$ cat src/design/fpp_ram.sv
// Generic simple dual-port RAM (one write port, one read port) with registered read.
module fpp_ram #(
  parameter int unsigned WIDTH = 32,
  parameter int unsigned DEPTH = 16
) (
  input  logic                     clk,
  input  logic                     we,
  input  logic [$clog2(DEPTH)-1:0] waddr,
  input  logic [WIDTH-1:0]         wdata,
  input  logic [$clog2(DEPTH)-1:0] raddr,
  output logic [WIDTH-1:0]         rdata
);

  logic [WIDTH-1:0] mem [DEPTH];

  // Write port and registered read port.
  always_ff @(posedge clk) begin
    if (we) begin
      mem[waddr] <= wdata;
    end
    rdata <= mem[raddr];
  end

endmodule

$ cat config.mk
export PLATFORM = sky130hd
export DESIGN_NAME = fpp_ram
export DESIGN_NICKNAME = d
export VERILOG_FILES = /design/src/design/fpp_ram.sv
export SDC_FILE = /design/constraint.sdc
export NUM_CORES = 1
export LEC_CHECK = 0
export ABC_AREA = 1
export BUFFER_PORTS_ARGS = -buffer_cell sky130_fd_sc_hd__buf_2
export CAP_MARGIN = 15
export CORE_MARGIN = 3
export CORE_UTILIZATION = 32
export DETAILED_ROUTE_END_ITERATION = 8
export SETUP_SLACK_MARGIN = 0.1
export SYNTH_ARGS = -nofsm -noshare
export SYNTH_HDL_FRONTEND = slang
export SYNTH_SLANG_ARGS = --single-unit
$ cat constraint.sdc
create_clock -name clk -period 3.9 [get_ports clk]
set_clock_uncertainty 0.15 [all_clocks]
set_input_delay 0.585 -clock clk [delete_from_list [all_inputs] [get_ports clk]]
set_output_delay 0.585 -clock clk [all_outputs]
set_load 0.02 [all_outputs]
[Word-level counts from Yosys, hierarchy flattened]
Memories as Yosys holds them, arrays and structs flattened. A register that Yosys moved wholly into a read port is not among the register bits.
Cells that the tools add are included.
Cells by class
  mux-type cells: 2
Operators with widths (number)
  $mux 1: 2
Word-level totals
  register bits after elaboration: 0
  bits in writable memories: 512
  input port bits: 42
  output and inout bits: 32
  word-level logic and storage cells: 3
  memories: 1
Memories
  mem: words 16, bits a word 32, read ports 1, clocked after Yosys merged registers in 1, write ports 1, RTL line 14  | logic [WIDTH-1:0] mem [DEPTH];

[Longest topological paths before layout]
Gate-level depths: netlist of the first run.
  depth after elaboration: 2
  depth in mapped cells: 10
  mapped depth without buffers: 7

[Worst setup path after synthesis of the first run]
No wires, ideal clock.
  path kind: input port to flip-flop
  start: in waddr[2]
  end: mem mem[10][0] (enable)
  setup time: 0.421 ns
  arrival: 2.157 ns
  data required time: 3.329 ns
  path slack: 1.172 ns
  stages on the path: 2
  buffers on the path: 0
  path through: nand3b_1 nor2_1
RTL lines
  start: declaration: RTL line 8  | input logic [$clog2(DEPTH)-1:0] waddr,
  end: declaration: RTL line 14
No word-level cell before the write port.

==> results of run 1 <==
[sequential cells by signal (all words and copies together), names as in the netlist]
signal / cells
mem: 512
rdata: 32
[cell type report]
class,count,share of cell area [%]
inverters,390,5.70
clock inverters,26,0.712
well taps,940,4.56
diodes,1,0.00969
clock buffers,76,5.92
repair buffers,105,3.00
multi-input cells,1081,18.1
flip-flops and latches,544,62.0
[power groups by stage]
stage | clock (uW) | sequential, uW | combinational [uW]
2_1_floorplan | 0 | 6740 | 446
3_3_place_gp | 0 | 6700 | 781
3_5_place_dp | 0 | 6700 | 797
4_1_cts | 5180 | 6580 | 799
5_1_grt | 5420 | 6580 | 881
6_report | 5070 | 6570 | 788
[worst paths after layout]
kind / startpoint / endpoint / slack, ns
setup / recovery: raddr[0] / rdata[11]$_DFF_P_ / 1.86
hold / removal: wdata[16] / mem[10][16]$_DFFE_PP_ / 0.21
setup reg to reg: mem[7][11]$_DFFE_PP_ / rdata[11]$_DFF_P_ / 2.64
hold reg to reg: mem[10][31]$_DFFE_PP_ / rdata[31]$_DFF_P_ / 0.50
[stage by stage]
stage	cell area, um^2	hold WS, ns	util [%]	cells
2_1_floorplan	22700	0.457	-	2120
3_5_place_dp	24100	0.491	34.4	3060
5_1_grt	25800	0.193	36.8	3162
6_report	25800	0.212	36.8	3163
4_1_cts	25800	0.181	36.8	3162
3_3_place_gp	24000	0.484	34.3	3057
[layer usage]
metal	vias to the layer above	wire, um
li1	6966	-
met1	7030	24500
met2	421	26100
met3	77	3920
met4	8	1080
met5	-	54
[cells in the final DEF, fill, tap and decap left out, drive strengths merged]
cell type,n
nand3b,2
dfxtp,32
clkinv,22
inv,390
diode,1
bufinv,2
buf,104
nand3,385
clkinvlp,2
clkbuf,77
nor2,17
nand2,677
edfxtp,512
[logic make-up (layout without fill, tap and decap cells)]
logic type	Yosys count	count (layout)
buf+inv	495	597
flops	544	544
other cells	0	1
simple gates	1081	1081
[critical path: cells and delay by family]
kind | cells | cell delay (ns)
simple gates | 6 | 0.71
buf+inv | 2 | 1.00
==> summary.md, run 1 <==
| Metric | Value |
|---|---|
| FF-to-FF path depth | 6 |
| Worst min path class | in -> reg |
| Core Box Area | between 70000 and 80000 um^2 |
| Post-Synth Simple-Gate Area | 20.0% |
| Area of the multi-input gates | about 4700 um^2 |
| Nets | 2221 |
| Setup Viol. Count Final | 0 |
| Worst-path clk slew | ~0.06 ns |
| Crit path top cell by count | nand2_1 |
| Dominant cell type by area after synthesis | edfxtp_1 |
| Maximum vdd drop | 0.337 mV |
| Combinational share of power | 6.3% |
| Largest family of logic cells by synthesized area | simple AND/OR/NAND/NOR gates |
| Crit end category | register |
| H-Tree Level Count | 2 |
| Die width | 273 um |
| Post-synthesis register bit count | 544 |
| Final Power | around 12000 uW |
| Slowest cell on crit path | buf_4 |
| Clock share of power | 40.8% |
| Synth Flop Type | edfxtp_1 |
| Initial DRT Pass Iterations | 5 |
| Share of layout cells above drive strength 1 | 9.18% |
| IO Pins | 74 |
| Initial antenna violation count | 5 |
| # rows | 97 |
| Critical setup path kind | in -> reg |
| Post-detail-place hpwl | ~29000 um |
| Post-Synth XOR/XNOR Area | 0% |
| Routed wire per std cell | approximately 18 um |
| Top-area cell type share of the netlist area | 67.6% |
| RePlAce Congestion | 0.754 |
| Required time of the worst setup path | 4.26 ns |
| Setup Buffers After CTS | 0 |
| Async set-reset flop share out of synthesis | 0% |
| Crit path largest cell delay | 0.84 ns |
| Worst Max-Slew Pin Slew | about 1.2 ns |
| Fmax | around 500 MHz |
| Psw | approximately 2800 uW |
| Clk_lat worst skew | 0.60 ns |
| Met2 usage | 24.2% |
| Internal | ~9600 uW |
| I/O Buffers | 73 |
| Adder and majority gate portion of the synthesized area | 0% |
| Drt initial violations | 1320 |
| Largest net degree at the start of global routing | 151 |
| Pre-CTS setup slack | 1.31 ns |
| Post-route setup slack | 1.86 ns |
| WP data arrival | 2.40 ns |
| Avg Cell Area, Syn | 10.7 um^2 |
| First-pass GRT wire length | 85700 um |
| Leak | 0.0108 uW |
| Worst-path fanout max | a little under 100 |
| Relative slew slack | 21.8% |
| Vias in the first global route | 14189 |
| Cells after synthesis | 2120 |
| Most frequent cell after synthesis | nand2_1 |
| Vias | 14502 |
| Post-synthesis mux area share | 0% |
| Final Hold Vio Count | 0 |
| Register area | 16000 um^2 |
| Final critical delay including setup and external delays | approximately 2.0 ns |
| Crit share post-route | between 50% and 60% |
| Status | complete, no violations |
| Fin. max-slew vios | 0 |
| Total die area | 74300 um^2 |
| Fillers | just under 7000 |
| Worst hold path depth | 1 |
| Global Route met3 Usage | 3.38% |
| RSZ-0062 raised after global routing | no |
| Starting Density | around 32% |
| GRT met1 Usage | 20.3% |
| CTS tree | built |
| Die Ht | between 200 and 300 um |
| Count of cell types in the netlist | 15 |
| ANT nets after route | 0 |
| Layout area overhead | 13.6% |
| PD cells | 482 nW/um^2 |
| GR Overflow Total | 0 |
| Top area cells in the synthesized netlist | edfxtp_1 (68%), nand2_1 (11%), nand3_1 (8.5%) |
| GRT Overall Usage | around 15% |
| Count of flip-flops with a built-in enable after synthesis | ~510 |
| Compound-Gate Fraction of Synth Area | 0% |
| Sum Neg Setup Slack | 0 ns |
| Crit path cell chain | clkbuf_8 -> buf_4 -> nand2_1 -> nand2_1 -> nand2_1 -> nand3_1 -> nand3_1 -> nand2_1 |
| Hold_buf cts | 0 |
| Switching share of power | 22.7% |
| Inserted Clock Buffers | 57 |
| Flop pwr share | 52.9% |
| Max clock buf depth | 3 |
| CP startpoint kind | primary input |
| Sinks on Clock Net | 544 |
| Root buf cell | clkbuf_16 |
| Routed wire length | approximately 56000 um |
| Drt drc | 0 |
| Post-CTS sizing | 0 |
| Max Cap Violations | 0 |
| Synth Warn # | 0 |
| Seq/Total Area, Yosys | 70.5% |
| Vias/cell | around 4.6 |
| Grt peak-use layer | met2 |
| Mapped cell area | 22700 um^2 |
| Mapped Nets | between 2000 and 2500 |
| Most frequent cells after synthesis | nand2_1 (677), edfxtp_1 (512), inv_1 (388), nand3_1 (385), buf_2 (41) |
No activity file was read; power rests on OpenSTA's default activity.
==> run 2, diff against run 1 <==
Clock period 3.9 ns to 1.81 ns, I/O delays scaled along.
==> run 2 against run 1 <==
Sequential share of layout area fell by 2.7 points. Power rose by 120%. Global-route usage barely moved. Critical path type is now reg -> out. Largest cell class unchanged. Largest power group unchanged.
==> summary.md, run 2 (synthesis results as in run 1) <==
| Metric | Value |
|---|---|
| PD cells | 997 nW/um^2 |
| H-Tree Level Count | 2 |
| Max clock buf depth | 3 |
| Sum Neg Setup Slack | 0 ns |
| Most common cell after layout, fill and taps aside | nand2_1 |
| First-pass GRT wire length | 86000 um |
| Worst hold path depth | 4 |
| Final critical delay including setup and external delays | 1.65 ns |
| GRT Overall Usage | 15.0% |
| Leak | 0.0113 uW |
| Root buf cell | clkbuf_16 |
| Slowest cell on crit path | dfxtp_1 |
| Maximum vdd drop | 0.696 mV |
| Worst Max-Slew Pin Slew | 0.548 ns |
| Crit path largest cell delay | 0.40 ns |
| RePlAce Congestion | approximately 0.8 |
| ANT nets after route | 0 |
| WP data arrival | approximately 1.2 ns |
| Post-route cell area | 27000 um^2 |
| Worst-path fanout max | 1 |
| Crit path cell chain | buf_2 |
| Initial antenna violation count | 2 |
| Clk_lat worst skew | 0.61 ns |
| FF-to-FF path depth | 6 |
| GR Overflow Total | 0 |
| Required time of the worst setup path | 1.39 ns |
| Nets | 2297 |
| Worst min path class | in -> reg |
| Max Cap Violations | 0 |
| Number of flip-flops in the largest register | 512 |
| Worst-path clk slew | roughly 0.060 ns |
| Delay-heaviest family, CP | flip-flops |
| Setup Buffers After CTS | 0 |
| Relative slew slack | a little under two thirds |
| Vias | between 10000 and 15000 |
| Fin. max-slew vios | 0 |
| Biggest regs | mem x512, rdata x32 |
| Hold slack | 0.0605 ns |
| Die width | 273 um |
| Core Box Area | 70100 um^2 |
| Levels on crit path | 1 |
| Layout area overhead | 18.8% |
| CTS tree | built |
| Largest net degree at the start of global routing | 75 |
| Crit share post-route | between 90 and 100% |
| Fillers | 6858 |
| Routed wire per std cell | 17.4 um |
| Drt drc | 0 |
| # rows | 97 |
| Status | complete, no violations |
| Final Util | 38.5% |
| Post-detail-place hpwl | 35300 um |
| IO Pins | 74 |
| Final Power | 26900 uW |
| Die Ht | 273 um |
| Drt initial violations | about 1400 |
| RSZ-0062 raised after global routing | no |
| Crit end category | output pin |
| CP Buf/Inv Count | 1 |
| Final Hold Vio Count | 0 |
| Commonest non-fill, non-tap cells in the layout | nand2_1 (677), edfxtp_1 (512), inv_1 (386) |
| Total die area | 74300 um^2 |
| I/O Buffers | 73 |
| Area post-placement | 25000 um^2 |
| Starting Density | 32.4% |
| CP startpoint kind | register |
| Inserted Clock Buffers | 53 |
| Sinks on Clock Net | 544 |
| Share of layout cells above drive strength 1 | 11.0% |
| Fmax | 607 MHz |
| Initial DRT Pass Iterations | 5 |
| Routed wire length | about 56000 um |
| Critical setup path kind | reg -> out |
| Vias in the first global route | approximately 14000 |
| Setup Viol. Count Final | 0 |
| Vias/cell | 4.59 |
| Largest reg by FF count | mem |
[run 2: timing repair]
item                       CTS  global route
hold endpoints to repair   512             0
resized for setup            4             0
setup endpoints to repair    4             0
hold buffers                32             0
[run 2: worst register-to-register path: cells and delay by family, from the launching register on]
kind | cells | cell delay, ns
AND/OR/NAND/NOR | 5 | 0.57
flip-flops | 1 | 0.35
buffers and inverters | 1 | 0.06
[run 2: through the flow]
step | setup WS (ns) | std cells
global route | 0.125 | 3241
CTS | 0.119 | 3240
finish | 0.163 | 3242
detailed placement | 0.0851 | 3108
floorplan | -0.145 | 2120
global placement | 0.0981 | 3108
[run 2: path summary, 6_finish.rpt]
kind / from / to / slack [ns]
setup / recovery: rdata[0]$_DFF_P_ / rdata[0] / 0.16
hold / removal: raddr[3] / rdata[23]$_DFF_P_ / 0.06
setup reg to reg: mem[1][29]$_DFFE_PP_ / rdata[29]$_DFF_P_ / 0.55
hold reg to reg: mem[13][25]$_DFFE_PP_ / rdata[25]$_DFF_P_ / 0.51
[run 2: per-layer routing]
layer	track usage, %	wire [um]	share of wire [%]	up-vias
met5	0	13	0.023	-
met4	3.95	1140	2.0	2
met3	2.58	3620	6.4	84
met2	23.5	25600	45	474
met1	21.6	26000	46	7198
li1	-	-	-	7123
[run 2: area by class of cell]
type | instances | area (um^2) | share of cell area (%)
Sequential cell | 544 | 16000 | 59.3
Multi-Input combinational cell | 1081 | 4670 | 17.3
Timing Repair Buffer | 185 | 1980 | 7.35
Inverter | 390 | 1470 | 5.45
Clock buffer | 76 | 1440 | 5.34
Tap cell | 940 | 1180 | 4.36
Clock inverter | 24 | 234 | 0.867
Antenna cell | 2 | 5.00 | 0.0185
[run 2: power by group]
part,switching [uW],leakage [uW],internal (uW)
registers,113,0.00490,14100
logic,1350,0.00559,627
clock network,4720,0.000824,6030
total,6180,0.0113,20700
==> run 3, diff against run 2 <==
Clock period 1.81 ns to 1.94 ns, I/O delays scaled along.
==> run 3 against run 2 <==
Utilization is 0.51 points lower. Register-to-register slack gained 0.11 ns. Highest routed layer is now met4. Largest cell class unchanged. Sequential power decreased by 7%.
==> summary.md, run 3 (synthesis results as in run 1) <==
| Metric | Value |
|---|---|
| I/O Buffers | 73 |
| Largest reg by FF count | mem |
| PD cells | 939 nW/um^2 |
| Status | complete, no violations |
| Setup Viol. Count Final | 0 |
| Pre-CTS setup slack | approximately 0.17 ns |
| Post-route cell area | 26600 um^2 |
| Final critical delay including setup and external delays | 1.69 ns |
| Slowest cell on crit path | dfxtp_1 |
| CP Launch Point | rdata[10]$_DFF_P_ |
| CP Buf/Inv Count | 1 |
| Layout area overhead | 17.2% |
| Vias in the first global route | 14686 |
| Grt peak-use layer | met2 |
| CTS tree | built |
| Starting Density | 32.4% |
| Reg2reg setup slack | 0.66 ns |
| Initial DRT Pass Iterations | 6 |
| Core Box Area | 70100 um^2 |
| Delay-heaviest family, CP | flip-flops |
| GR Overflow Total | 0 |
| Maximum vdd drop | between 0.5 and 0.6 mV |
| Post-route setup slack | 0.250 ns |
| RSZ-0062 raised after global routing | no |
| Drt drc | 0 |
| Fin. max-slew vios | 0 |
| Crit share post-route | 87.1% |
| Sinks on Clock Net | 544 |
| Hold_buf cts | 32 |
| Required time of the worst setup path | 1.50 ns |
| IO Pins | 74 |
| RePlAce Congestion | 0.752 |
| Setup crit end | rdata[10] |
| Total die area | 74300 um^2 |
| ANT nets after route | 0 |
| Worst-path fanout max | 1 |
| Vias/cell | between 4 and 5 |
| Worst Max-Slew Pin Slew | 0.496 ns |
| Area post-placement | 24600 um^2 |
| Worst-path clk slew | 0.06 ns |
| Biggest regs | mem x512, rdata x32 |
| Most common cell after layout, fill and taps aside | nand2_1 |
| First-pass GRT wire length | slightly below 90000 um |
| Max clock buf depth | 3 |
| Met2 usage | 24.5% |
| Clk_lat worst skew | 0.62 ns |
| Nets | around 2300 |
| FF-to-FF path depth | 6 |
| # rows | between 90 and 100 |
| Relative slew slack | between 60% and 70% |
| Routed wire per std cell | around 17 um |
| Die Ht | ~270 um |
| GRT Overall Usage | 15.0% |
| Vias | 14703 |
| Drt initial violations | 1385 |
| Commonest non-fill, non-tap cells in the layout | nand2_1 (677), edfxtp_1 (512), inv_1 (386) |
| Crit path cell chain | buf_2 |
| CP startpoint kind | register |
| Crit end category | output pin |
| Critical setup path kind | reg -> out |
| Root buf cell | clkbuf_16 |
| Post-CTS sizing | 0 |
| H-Tree Level Count | 2 |
| Final Hold Vio Count | 0 |
| Largest net degree at the start of global routing | a little over 90 |
| Initial antenna violation count | 2 |
| Leak | 0.0111 uW |
| GRT met1 Usage | 20.4% |
| Worst min path class | in -> reg |
| Post-detail-place hpwl | 31400 um |
| WP data arrival | between 1 and 1.5 ns |
| Setup Buffers After CTS | 0 |
| Routed wire length | ~56000 um |
| Global Route met3 Usage | 2.57% |
| Levels on crit path | 1 |
| Inserted Clock Buffers | 54 |
| Crit path largest cell delay | 0.42 ns |
| Fmax | 592 MHz |
| Reg2reg end | rdata[2]$_DFF_P_ |
| Max Cap Violations | 0 |
| Worst flop-to-flop path startpoint | mem[1][2]$_DFFE_PP_ |
| Share of layout cells above drive strength 1 | 9.70% |
| Number of flip-flops in the largest register | a little over 500 |
| Die width | around 270 um |
==> run 3: cell count changes in the layout (fill, tap and decap cells not counted), moves of 2 or more <==
cell	before	now
buf_4	26	19
clkinv_2	9	5
clkbuf_8	3	5
buf_12	55	39
clkinv_4	3	1
dfxtp_1	28	32
dfxtp_2	4	0
clkbuf_1	20	23
clkinv_1	5	7
==> run 3: metal layers <==
layer / vias to the layer above / wire length (um)
li1: 7075 / -
met1: 7079 / 24500
met2: 448 / 26400
met3: 101 / 3380
met4: 0 / 1380
met5: - / 0
==> run 3: final cells by class <==
| cell class | count | area, um^2 |
|---|---|---|
| fillers | 6801 | 43500 |
| flip-flops and latches | 544 | 16000 |
| multi-input cells | 1081 | 4670 |
| repair buffers | 162 | 1610 |
| clock buffers | 82 | 1510 |
| inverters | 390 | 1470 |
| well taps | 940 | 1180 |
| clock inverters | 19 | 191 |
| diodes | 1 | 2.50 |
==> run 3: how the worst min path moves through the flow <==
stage	startpoint	end	slack, ns	cells past startpoint
4_1_cts	raddr[3]	rdata[9]$_DFF_P_	0.03	4
3_3_place_gp	mem[12][25]$_DFFE_PP_	rdata[25]$_DFF_P_	0.49	6
2_1_floorplan	wdata[0]	mem[0][0]$_DFFE_PP_	0.24	0
3_5_place_dp	mem[11][29]$_DFFE_PP_	rdata[29]$_DFF_P_	0.49	6
6_report	raddr[1]	rdata[11]$_DFF_P_	0.07	5
5_1_grt	raddr[3]	rdata[9]$_DFF_P_	0.06	4
==> run 3: through the flow <==
stage          setup TNS [ns]  utilization [%]  hold slack [ns]  power (uW)  instances
2_1_floorplan           -9.83                -            0.240       14400       2120
5_1_grt                     0             38.0           0.0613       25900       3219
4_1_cts                     0             38.0           0.0302       25300       3218
3_5_place_dp                0             35.1            0.495       15200       3085
3_3_place_gp                0             35.1            0.494       15100       3085
6_report                    0             38.0           0.0688       25000       3219
==> run 3: power breakdown <==
group	internal, uW	total (uW)	leakage [uW]	switching (uW)
clock network	5660	10100	0.000820	4400
registers	13100	13200	0.00490	92.7
logic	530	1720	0.00541	1190
==> run 3: worst reg2reg max path: stages (launching register included) <==
cell and delay (ns):
edfxtp_1 0.35, inv_1 0.07, nand2_1 0.05, nand3_1 0.09, nand3_1 0.09, nand3_1 0.22
nand2_1 0.12
